[src/rtl/flp_pkg.sv]
// Shared constants, types and coefficient table of the 32-tap low-pass FIR filter.
package flp_pkg;

   localparam int TAPS        = 32;
   localparam int COEF_COUNT  = 32;
   localparam int COEF_IDX_W  = $clog2(COEF_COUNT);
   localparam int SAMPLE_W    = 16;
   localparam int COEF_W      = 18;
   localparam int OUT_W       = 24;
   localparam int ROUND_SHIFT = 10;
   localparam int PROD_W      = SAMPLE_W + COEF_W;
   localparam int ACC_W       = PROD_W + $clog2(TAPS);
   localparam int SUM_W       = ACC_W + 1;
   localparam int RND_W       = SUM_W - ROUND_SHIFT;

   typedef logic [SAMPLE_W-1:0] sample_type;
   typedef logic [COEF_W-1:0]   coef_type;
   typedef logic [ACC_W-1:0]    acc_type;
   typedef logic [OUT_W-1:0]    out_type;

   typedef struct packed {
      logic advance;
      logic clear;
   } ctl_type;

   localparam coef_type COEF_TABLE [COEF_COUNT] = '{
      18'd918,   18'd1077,  18'd1476,  18'd2128,  18'd3031,  18'd4166,  18'd5500,  18'd6984,
      18'd8560,  18'd10160, 18'd11711, 18'd13141, 18'd14381, 18'd15369, 18'd16057, 18'd16410,
      18'd16410, 18'd16057, 18'd15369, 18'd14381, 18'd13141, 18'd11711, 18'd10160, 18'd8560,
      18'd6984,  18'd5500,  18'd4166,  18'd3031,  18'd2128,  18'd1476,  18'd1077,  18'd918
   };

   localparam logic [SUM_W-1:0] ROUND_BIAS = SUM_W'(1) << (ROUND_SHIFT - 1);
   localparam out_type          OUT_MAX    = '1;

   function automatic coef_type tap_coef(input int j);
      logic [COEF_IDX_W-1:0] idx;
      idx = j[COEF_IDX_W-1:0];
      if (j >= 0 && j < COEF_COUNT) begin
         return COEF_TABLE[idx];
      end
      return '0;
   endfunction

endpackage

[src/rtl/flp_tap_cell.sv]
// One transposed-form tap: multiply the sample and add the partial sum from the next tap.
module flp_tap_cell (
   input  logic                clock,
   input  logic                reset,
   input  flp_pkg::ctl_type    ctl,
   input  flp_pkg::sample_type sample,
   input  flp_pkg::coef_type   coef,
   input  flp_pkg::acc_type    sum_in,
   output flp_pkg::acc_type    sum_out
);
   import flp_pkg::*;

   logic [PROD_W-1:0] product;
   acc_type           psum_ff;
   acc_type           psum_in;

   always_comb begin
      product = PROD_W'(sample) * PROD_W'(coef);
      // drop earlier history on block start
      psum_in = ACC_W'(product) + (ctl.clear ? ACC_W'(0) : sum_in);
   end

   always_ff @(posedge clock) begin
      if (reset) begin
         psum_ff <= '0;
      end else if (ctl.advance) begin
         psum_ff <= psum_in;
      end
   end

   assign sum_out = psum_ff;

endmodule

[config.mk]
export PLATFORM = sky130hd
export DESIGN_NAME = flp_tap_cell
export DESIGN_NICKNAME = d
export VERILOG_FILES = /design/src/rtl/flp_pkg.sv /design/src/rtl/flp_tap_cell.sv
export SDC_FILE = /design/constraint.sdc
export NUM_CORES = 1
export LEC_CHECK = 0
export ABC_AREA = 1
export ABC_CLOCK_PERIOD_IN_PS = 12300
export BUFFER_PORTS_ARGS = -buffer_cell sky130_fd_sc_hd__buf_2
export CORE_MARGIN = 2
export CORE_UTILIZATION = 58
export DETAILED_ROUTE_END_ITERATION = 16
export PLACE_DENSITY = 0.78
export SLEW_MARGIN = 20
export SYNTH_ARGS = -nofsm -noshare
export SYNTH_HDL_FRONTEND = slang
export SYNTH_SLANG_ARGS = --single-unit
[constraint.sdc]
create_clock -name clock -period 12.3 [get_ports clock]
set_input_delay 1.845 -clock clock [delete_from_list [all_inputs] [get_ports clock]]
set_output_delay 1.845 -clock clock [all_outputs]
set_load 0.05 [all_outputs]
==> impl_metrics.toml <==
[run_status]
status = "completed"

[worst_setup_path]
cpLargestDelayFamily = "adder cells"
critical_path_buf_inv_count = 8
cp_max_fo = 16
startpoint_type = "input pin"
crit_arrival_ns = 7.29
crit_top_cell = "inv_1"
path_class = "in2reg"
critical_path.slowest_cell = "fa_1"
critPathCaptureType = "flop"
crit_chain = "buf_2 -> nand2_1 -> fa_1 -> inv_1 -> fa_1 -> inv_1 -> fa_1 -> inv_1 -> fa_1 -> fa_1 -> inv_1 -> fa_1 -> inv_1 -> ha_1 -> a21oi_1 -> nand2_1 -> inv_1 -> nand2_1 -> nand2_1 -> nand3_2 -> xor2_1 -> o21ai_0 -> inv_1"
worstPathRequired_ns = 12.47
max_stage_delay_ns = 0.56

[sta]
period_minus_slack_ns = 7.12
fin_skew_ns = 0
fmax_mhz = 140
setup_viol = 0
timing.final.ws_setup_ns = 5.18
worst_pin_slew_ns = 0.595
finalSetupTns_ns = 0
slew_headroom_pct = 60.3
final_max_slew_viol_count = 0
final_hold_viol_count = 0
fin_crit_sh_pct = 57.9
rsz0062_at_grt = "no"

[die]
fp.dieArea_um2 = 24200
die_w_um = 156
dieHeight_um = 156
num_io_pins = 116
start_util_pct = 59.0
core_area_um2 = 22600
rows = 55

[clock_tree]
clkTransAtPathRegs_ns = 0.07
cts_max_path_buffers = 2
cts_resized = 0
cts_max_level = 2
cts.sinks = 39
tritoncts = "built"
cts_root_buffer = "clkbuf_16"
cts_hold_buf = 0
worstSkewPairLatency_ns = 0.29
cts_inserted_buffers = 5
cts_setup_buffers = 0

[global_routing]
grt-ovfl-total = 0
grt_pass1_wl_um = 55500
antenna_found_initial = 1
grt_pass1_vias = 12036
grtUsageTotal_pct = 28.7
grt_max_degree = 61

[yosys]
ys_seq_area_share_pct = 5.85
syn_area_per_cell_um2 = 6.97
synth-seq-cells = 39
syn-cell-area_um2 = 13300
synthCells = 1915
yosysUniqueCellTypes = 31
yosys_warnings = 0
synth_nets = 2359

[placement]
place_ws_ns = 4.93
post-place-cells = 2233
hpwl_um = 27200
portBuffers = 115
place.gp.congestion = 0.917

[layout]
nets = 2399
drive_above_1_share_pct = 7.72
utilization_pct = 62.5
fin_cells = 2241
area_growth_pct = 5.92
n_antenna_cell = 0
largest_register_ffs = 39

[route]
drt_iter0_drc = 607
via_per_inst = 5.06
vias = 11333
ant_nets = 0
firstDrtPassIters = 5
routed_wl_um = 32600
drc = 0
wire_per_inst_um = 14.5

[min_path]
hold_path.class = "reg2reg"

[job]
drv_cap = 0
## worst register-to-register path, cell delays in order, from the launching register on
cell     delay [ns]
dfxtp_1        0.32
nor2_1         0.09
nor2_1         0.05
o21ai_0        0.10
inv_1          0.06
## worst paths after layout
| check | from | endpoint | slack (ns) | depth (start not counted) |
|---|---|---|---|---|
| max | coef[12] | sum_out[22]$_SDFFE_PP0P_ | 5.18 | 23 |
| min reg2reg | sum_out[18]$_SDFFE_PP0P_ | sum_out[18]$_SDFFE_PP0P_ | 0.49 | 2 |
| min | sum_out[18]$_SDFFE_PP0P_ | sum_out[18]$_SDFFE_PP0P_ | 0.49 | 2 |
| max reg2reg | sum_out[22]$_SDFFE_PP0P_ | sum_out[22]$_SDFFE_PP0P_ | 11.58 | 4 |
## cells in the final DEF, fill, tap and decap left out, types with 3 or more instances in the layout
| cell type | Yosys | layout |
|---|---|---|
| inv_1 | 613 | 613 |
| nand2_1 | 497 | 497 |
| fa_1 | 256 | 256 |
| nor2_1 | 132 | 132 |
| buf_2 | 2 | 115 |
| ha_1 | 111 | 111 |
| nand3_1 | 44 | 44 |
| dfxtp_1 | 39 | 39 |
| a21oi_1 | 36 | 36 |
| o21ai_0 | 31 | 31 |
| nand2_2 | 14 | 14 |
| xor2_1 | 12 | 12 |
| nor3_1 | 10 | 10 |
| nand3_2 | 6 | 6 |
| o21bai_1 | 5 | 5 |
| clkbuf_16 | 0 | 5 |
| xnor2_1 | 4 | 4 |
| nor2_2 | 3 | 3 |
| o21ai_1 | 3 | 3 |
| nand4_1 | 3 | 3 |
## synthesized netlist by cell type (all sizes together)
library cell  number  area, um2
fa               256       5120
and3               1       6.26
nand4              3       18.8
xnor2              4       35.0
nand2            511       1950
a21o               2       15.0
inv              615       2310
nor2             135        514
a21boi             1       7.51
ha               111       1390
nand3             50        280
o21ai             34        170
nor3              11       60.1
o21a               2       15.0
buf                5       25.0
dfxtp             39        781
o211ai             2       15.0
a21oi             37        189
a31oi              1       6.26
o21bai             5       37.5
clkbuf            78        293
xor2              12        105
## through the flow
stage          hold WS (ns)  cell area, um2
6_report              0.493           14100
5_1_grt               0.535           14100
4_1_cts               0.498           14100
3_5_place_dp          0.482           14000
3_3_place_gp          0.472           14000
2_1_floorplan         0.746           13300
## cell families (layout without fill, tap and decap cells)
kind of cell / count (synthesis) / in the layout / synth area share (%)
AOI/OAI and AO/OA: 84 / 84 / 3.41
xor gates and xnor gates: 16 / 16 / 1.05
adders and majority gates: 367 / 367 / 48.8
buffers and inverters: 698 / 739 / 19.7
DFF: 39 / 39 / 5.85
and+or+nand+nor: 711 / 711 / 21.2
## area by class of cell
| type | instances | area (um2) |
|---|---|---|
| Clock buffer | 5 | 125 |
| Tap cell | 285 | 357 |
| Multi-Input combinational cell | 1178 | 9940 |
| Clock inverter | 3 | 43.8 |
| Inverter | 615 | 2310 |
| Timing Repair Buffer | 116 | 583 |
| Fill cell | 2089 | 8500 |
| Sequential cell | 39 | 781 |
## metal layers
layer / global-route usage [%] / vias to the layer above / wire length [um]
li1: - / 5414 / -
met1: 35.3 / 5418 / 12900
met2: 52.0 / 416 / 16500
met3: 4.19 / 83 / 2180
met4: 8.74 / 2 / 1040
met5: 0 / - / 11
Power is left out: the tool's default activity adds up to more than one toggle a clock period on the data nets, which glitch-free logic cannot reach.
