$ cat src/rtl/flp_pkg.sv
// Shared constants, types and coefficient table of the 32-tap low-pass FIR filter.
package flp_pkg;

   localparam int TAPS        = 32;
   localparam int COEF_COUNT  = 32;
   localparam int COEF_IDX_W  = $clog2(COEF_COUNT);
   localparam int SAMPLE_W    = 16;
   localparam int COEF_W      = 18;
   localparam int OUT_W       = 24;
   localparam int ROUND_SHIFT = 10;
   localparam int PROD_W      = SAMPLE_W + COEF_W;
   localparam int ACC_W       = PROD_W + $clog2(TAPS);
   localparam int SUM_W       = ACC_W + 1;
   localparam int RND_W       = SUM_W - ROUND_SHIFT;

   typedef logic [SAMPLE_W-1:0] sample_type;
   typedef logic [COEF_W-1:0]   coef_type;
   typedef logic [ACC_W-1:0]    acc_type;
   typedef logic [OUT_W-1:0]    out_type;

   typedef struct packed {
      logic advance;
      logic clear;
   } ctl_type;

   localparam coef_type COEF_TABLE [COEF_COUNT] = '{
      18'd918,   18'd1077,  18'd1476,  18'd2128,  18'd3031,  18'd4166,  18'd5500,  18'd6984,
      18'd8560,  18'd10160, 18'd11711, 18'd13141, 18'd14381, 18'd15369, 18'd16057, 18'd16410,
      18'd16410, 18'd16057, 18'd15369, 18'd14381, 18'd13141, 18'd11711, 18'd10160, 18'd8560,
      18'd6984,  18'd5500,  18'd4166,  18'd3031,  18'd2128,  18'd1476,  18'd1077,  18'd918
   };

   localparam logic [SUM_W-1:0] ROUND_BIAS = SUM_W'(1) << (ROUND_SHIFT - 1);
   localparam out_type          OUT_MAX    = '1;

   function automatic coef_type tap_coef(input int j);
      logic [COEF_IDX_W-1:0] idx;
      idx = j[COEF_IDX_W-1:0];
      if (j >= 0 && j < COEF_COUNT) begin
         return COEF_TABLE[idx];
      end
      return '0;
   endfunction

endpackage

$ cat src/rtl/flp_if.sv


interface flp_rsp_if;
   import flp_pkg::*;
   logic    valid;
   logic    ready;
   out_type filtered_value;

   modport source (output valid, output filtered_value, input ready);
   modport sink   (input valid, input filtered_value, output ready);
endinterface

$ cat src/rtl/flp_out_stage.sv
// Final tap, rounding, saturation and two-entry output buffer of the filter.
module flp_out_stage (
   input  logic                clock,
   input  logic                reset,
   input  flp_pkg::ctl_type    ctl,
   input  flp_pkg::sample_type sample,
   input  flp_pkg::acc_type    sum_in,
   output logic                ready,
   flp_rsp_if.source           rsp
);
   import flp_pkg::*;

   localparam coef_type COEF0 = tap_coef(0);

   logic [PROD_W-1:0] product;
   logic [SUM_W-1:0]  total;
   logic [RND_W-1:0]  rounded;
   out_type           result;

   logic    main_valid_ff;
   logic    main_valid_in;
   out_type main_data_ff;
   out_type main_data_in;
   logic    skid_valid_ff;
   logic    skid_valid_in;
   out_type skid_data_ff;
   out_type skid_data_in;

   always_comb begin
      product = PROD_W'(sample) * PROD_W'(COEF0);
      total   = SUM_W'(product) + (ctl.clear ? SUM_W'(0) : SUM_W'(sum_in)) + ROUND_BIAS;
      rounded = total[SUM_W-1:ROUND_SHIFT];
      if (rounded > RND_W'(OUT_MAX)) begin
         result = OUT_MAX;
      end else begin
         result = rounded[OUT_W-1:0];
      end
   end

   always_comb begin
      main_valid_in = main_valid_ff;
      main_data_in  = main_data_ff;
      skid_valid_in = skid_valid_ff;
      skid_data_in  = skid_data_ff;
      // advance the buffer on an output transfer
      if (main_valid_ff && rsp.ready) begin
         main_valid_in = skid_valid_ff;
         main_data_in  = skid_data_ff;
         skid_valid_in = 1'b0;
      end
      // hold a new result in the skid entry when the main entry stays full
      if (ctl.advance) begin
         if (main_valid_in) begin
            skid_valid_in = 1'b1;
            skid_data_in  = result;
         end else begin
            main_valid_in = 1'b1;
            main_data_in  = result;
         end
      end
   end

   always_ff @(posedge clock) begin
      if (reset) begin
         main_valid_ff <= 1'b0;
         skid_valid_ff <= 1'b0;
      end else begin
         main_valid_ff <= main_valid_in;
         skid_valid_ff <= skid_valid_in;
      end
      main_data_ff <= main_data_in;
      skid_data_ff <= skid_data_in;
   end

   assign ready              = ~skid_valid_ff;
   assign rsp.valid          = main_valid_ff;
   assign rsp.filtered_value = main_data_ff;

endmodule

$ cat src/flat_wrapper.sv
// flat-port wrapper written by rule: the top's interface ports become plain ports
module flp_out_stage_flat import flp_pkg::*;
  (clock, reset, ctl, sample, sum_in, ready, rsp_valid, rsp_filtered_value, rsp_ready);
  flp_rsp_if rsp_i ();
  input  logic clock;
  input  logic reset;
  input  flp_pkg::ctl_type ctl;
  input  flp_pkg::sample_type sample;
  input  flp_pkg::acc_type sum_in;
  output logic ready;
  output wire logic [$bits(rsp_i.valid)-1:0] rsp_valid;
  output wire logic [$bits(rsp_i.filtered_value)-1:0] rsp_filtered_value;
  input wire logic [$bits(rsp_i.ready)-1:0] rsp_ready;
  assign rsp_valid = rsp_i.valid;
  assign rsp_filtered_value = rsp_i.filtered_value;
  assign rsp_i.ready = rsp_ready;
  flp_out_stage u_core (.clock(clock), .reset(reset), .ctl(ctl), .sample(sample), .sum_in(sum_in), .ready(ready), .rsp(rsp_i));
endmodule
$ cat config.mk
export PLATFORM = sky130hd
export DESIGN_NAME = flp_out_stage_flat
export DESIGN_NICKNAME = d
export VERILOG_FILES = /design/src/rtl/flp_pkg.sv /design/src/rtl/flp_if.sv /design/src/rtl/flp_out_stage.sv /design/src/flat_wrapper.sv
export SDC_FILE = /design/constraint.sdc
export NUM_CORES = 1
export LEC_CHECK = 0
export BUFFER_PORTS_ARGS = -buffer_cell sky130_fd_sc_hd__buf_2
export CORE_MARGIN = 2
export CORE_UTILIZATION = 55
export DETAILED_ROUTE_END_ITERATION = 12
export PLACE_DENSITY = 0.79
export RECOVER_POWER = 25
export SETUP_SLACK_MARGIN = 0.4
export SLEW_MARGIN = 20
export SYNTH_ARGS = -nofsm -noshare
export SYNTH_HDL_FRONTEND = slang
export SYNTH_SLANG_ARGS = --single-unit
$ cat constraint.sdc
create_clock -name clock -period 7.2 [get_ports clock]
set_input_delay 0 -clock clock [delete_from_list [all_inputs] [get_ports clock]]
set_output_delay 0 -clock clock [all_outputs]
set_load 0.02 [all_outputs]
==> results.sh <==
export IMPL_yosysMostFrequentCell="ha_1"
export IMPL_h_tree_depth=2
export IMPL_rsz0062_at_grt="false"
export IMPL_grt_pass1_vias=5583
export IMPL_crit_arrival_ns=6.62
export IMPL_drc=0
export IMPL_crit_slowest_cell="fa_1"
export IMPL_clk_path_buf_depth=2
export IMPL_yosys_area_top_type="ha_1"
export IMPL_grt_util_met2_pct=38.9
export IMPL_num_rows=40
export IMPL_cts_sinks=50
export IMPL_dpl_hpwl_mm=11.4
export IMPL_crit_required_ns=7.23
export IMPL_synthDominantCellAreaShare_pct=22.2
export IMPL_worst_slack_ns=0.613
export IMPL_synthTopCellsByCount="122 x ha_1, 120 x inv_1, 51 x fa_1"
export IMPL_cts_root_buf="clkbuf_16"
export IMPL_avgSynthCellArea_sq_um=8.94
export IMPL_critPathMaxStageDelay_ns=0.55
export IMPL_p_leak_nw=3.94
export IMPL_nets=1094
export IMPL_initial_core_util_pct=56.9
export IMPL_clk_latency_ns=0.29
export IMPL_diodes=0
export IMPL_p_per_area_nw_per_um2=491
export IMPL_p_int_mw=1.93
export IMPL_track_usage_pct=22.0
export IMPL_fillers=1013
export IMPL_fin_util_pct=65.9
export IMPL_yosysSeqAreaShare_pct=18.0
export IMPL_combPwrFrac_pct=82.4
export IMPL_gp_congestion=0.855
export IMPL_placed_area_sq_um=7510
export IMPL_async_reset_ff_share_pct=0
export IMPL_core_area_sq_um=12100
export IMPL_clkTransAtPathRegs_ns=0.07
export IMPL_ff2ff_setup_slack_ns=4.94
export IMPL_die_h_um=116
export IMPL_fp_dieArea_sq_um=13400
export IMPL_startpoint_type="input port"
export IMPL_hold_viol=0
export IMPL_synth_edf_count=24
export IMPL_vdd_ir_drop_max_uv=225
export IMPL_p_sw_mw=1.99
export IMPL_postRouteAntennaNets=0
export IMPL_num_vias=5664
export IMPL_place_ws_ns=-0.0556
export IMPL_io_pins=86
export IMPL_netlist_instances=770
export IMPL_sw_frac_of_total_pct=50.7
export IMPL_die_width_um=116
export IMPL_skew_ns=0.00264
export IMPL_tns_ns=0
export IMPL_syn_num_nets=1003
export IMPL_yosys_warnings=0
export IMPL_grt_pass1_wl_mm=24.4
export IMPL_gr_max_usage_layer="met2"
export IMPL_power_frac_clock_pct=7.2
export IMPL_use_met3_pct=1.73
export IMPL_drt_pass1_iter_count=5
export IMPL_critPathMaxFanout=6
export IMPL_status="completed"
export IMPL_synth_area_sq_um=6890
export IMPL_synth_area_leaders="ha_1 22%, fa_1 15%, edfxtp_1 10%, dfxtp_1 7.6%, inv_1 6.5%"
export IMPL_dp_cells=1010
export IMPL_io_buffers=84
export IMPL_setup_viol=0
export IMPL_area_growth_syn_to_layout_pct=15.9
export IMPL_detail_route_wl_per_cell_um=14.3
export IMPL_finalCriticalPeriod_ns=6.59
export IMPL_maxSlewHeadroom_pct=38.9
export IMPL_viasPerCell=5.50
export IMPL_fin_total_pwr_mw=3.91
export IMPL_antenna_found_initial=0
export IMPL_grt_overflow=0
export IMPL_cts_tree="built"
export IMPL_met1_usage_pct=30.2
export IMPL_ys_seq_elements=50
export IMPL_fin_cells=1030
export IMPL_hold_path_class="input port to flop"
export IMPL_synth_main_ff_cell="dfxtp_1"
export IMPL_maxCapViolCount=0
export IMPL_path_class="input port to flop"
export IMPL_timing_hold_ws_ns=0.120
export IMPL_grt_max_degree=49
export IMPL_cts_buffers=5
export IMPL_fin_crit_sh_pct=91.5
export IMPL_synth_cell_types=55
export IMPL_final_max_slew_viol_count=0
export IMPL_cpMostUsedCell="fa_1"
export IMPL_crit_path_end_kind="flop"
export IMPL_max_freq_mhz=152
export IMPL_final_area_sq_um=7980
export IMPL_layout_drive_gt1_share_pct=16.4
export IMPL_drt_initial_drc_count=349
export IMPL_tightest_slew_ns=0.915
export IMPL_seqPwrFrac_pct=10.4
export IMPL_totalWireLength_mm=14.7
==> worst paths after layout <==
check                       startpoint                            end  cells past startpoint
setup / recovery             sample[1]        u_core.skid_data_ff[10]                     30
hold / removal              sum_in[33]  u_core.rsp.filtered_value[23]                      4
setup reg to reg      u_core.rsp.valid  u_core.rsp.filtered_value[10]                      3
hold reg to reg   u_core.skid_valid_ff           u_core.skid_valid_ff                      2
==> registers in the layout, indices dropped and copies added, names as in the netlist <==
register,cells
u_core.rsp.filtered_value,24
u_core.rsp.valid,1
u_core.skid_valid_ff,1
u_core.skid_data_ff,24
==> power groups by stage <==
stage | registers (mW) | logic, mW | clock network (mW)
2_1_floorplan | 0.461 | 2.30 | 0
3_3_place_gp | 0.408 | 2.98 | 0
3_5_place_dp | 0.409 | 3.02 | 0
4_1_cts | 0.403 | 3.07 | 0.282
5_1_grt | 0.410 | 3.64 | 0.294
6_report | 0.406 | 3.23 | 0.282
==> metal layers <==
layer  part of all wire (%)  wire, um
met2                     48      7030
met5                      0         0
met3                    4.1       609
met4                   0.64        94
met1                     48      7010
==> final cells by class <==
cell class | count | area, sq um | share of cell area (%)
clock buffer | 8 | 189 | 2.37
inverter | 120 | 454 | 5.69
multi-input combinational | 573 | 5250 | 65.7
sequential | 50 | 1240 | 15.6
tap | 168 | 210 | 2.63
timing repair buffer | 111 | 639 | 8.01
==> cell usage in the layout (no fill, tap or decap), types with 3 or more instances in the layout <==
cell / netlist / routed
or3_1: 3 / 3
or2_2: 3 / 3
nand3_1: 11 / 11
and3_1: 30 / 30
o21ai_0: 15 / 14
clkbuf_16: 0 / 8
clkbuf_1: 22 / 25
edfxtp_1: 24 / 24
nor4b_1: 3 / 3
nor2_2: 0 / 3
a211oi_1: 29 / 29
xor2_1: 11 / 11
a31oi_1: 25 / 25
a21o_1: 24 / 24
inv_2: 0 / 5
nand2b_1: 6 / 6
inv_1: 120 / 114
nand2_1: 50 / 48
nand4_1: 7 / 7
fa_1: 51 / 51
nor3_2: 0 / 3
nor2_1: 29 / 25
buf_4: 1 / 24
ha_1: 122 / 112
nor3_1: 13 / 10
a21oi_2: 0 / 5
a31o_2: 3 / 3
a21oi_1: 32 / 27
dfxtp_1: 26 / 26
xnor2_1: 30 / 30
ha_2: 0 / 5
and2_1: 5 / 5
buf_2: 2 / 57
nor2b_1: 34 / 34
ha_4: 0 / 5
==> worst max-delay path, delay by kind of cell <==
kind            cells  cell delay, ns
fa+ha+maj           7            2.80
buf+inv             8            0.93
compound gates      8            1.80
simple gates        6            0.96
xor+xnor            1            0.15
==> cell families after synthesis <==
| group | after synthesis | share of synthesized area [%] |
|---|---|---|
| flops | 50 | 18.0 |
| fa+ha+maj | 173 | 37.0 |
| buf+inv | 147 | 8.32 |
| simple gates | 197 | 15.0 |
| compound gates | 161 | 16.3 |
| xor+xnor | 41 | 5.21 |
| mux | 1 | 0.145 |
==> timing repair <==
action,in CTS,in global routing
gates resized for setup,7,46
cloned,2,1
setup buffers,3,4
pin swaps,2,26
hold buffers,2,0
hold endpoints to repair,2,0
endpoints found under the setup margin,48,48
(Power assumes the default switching activity.)
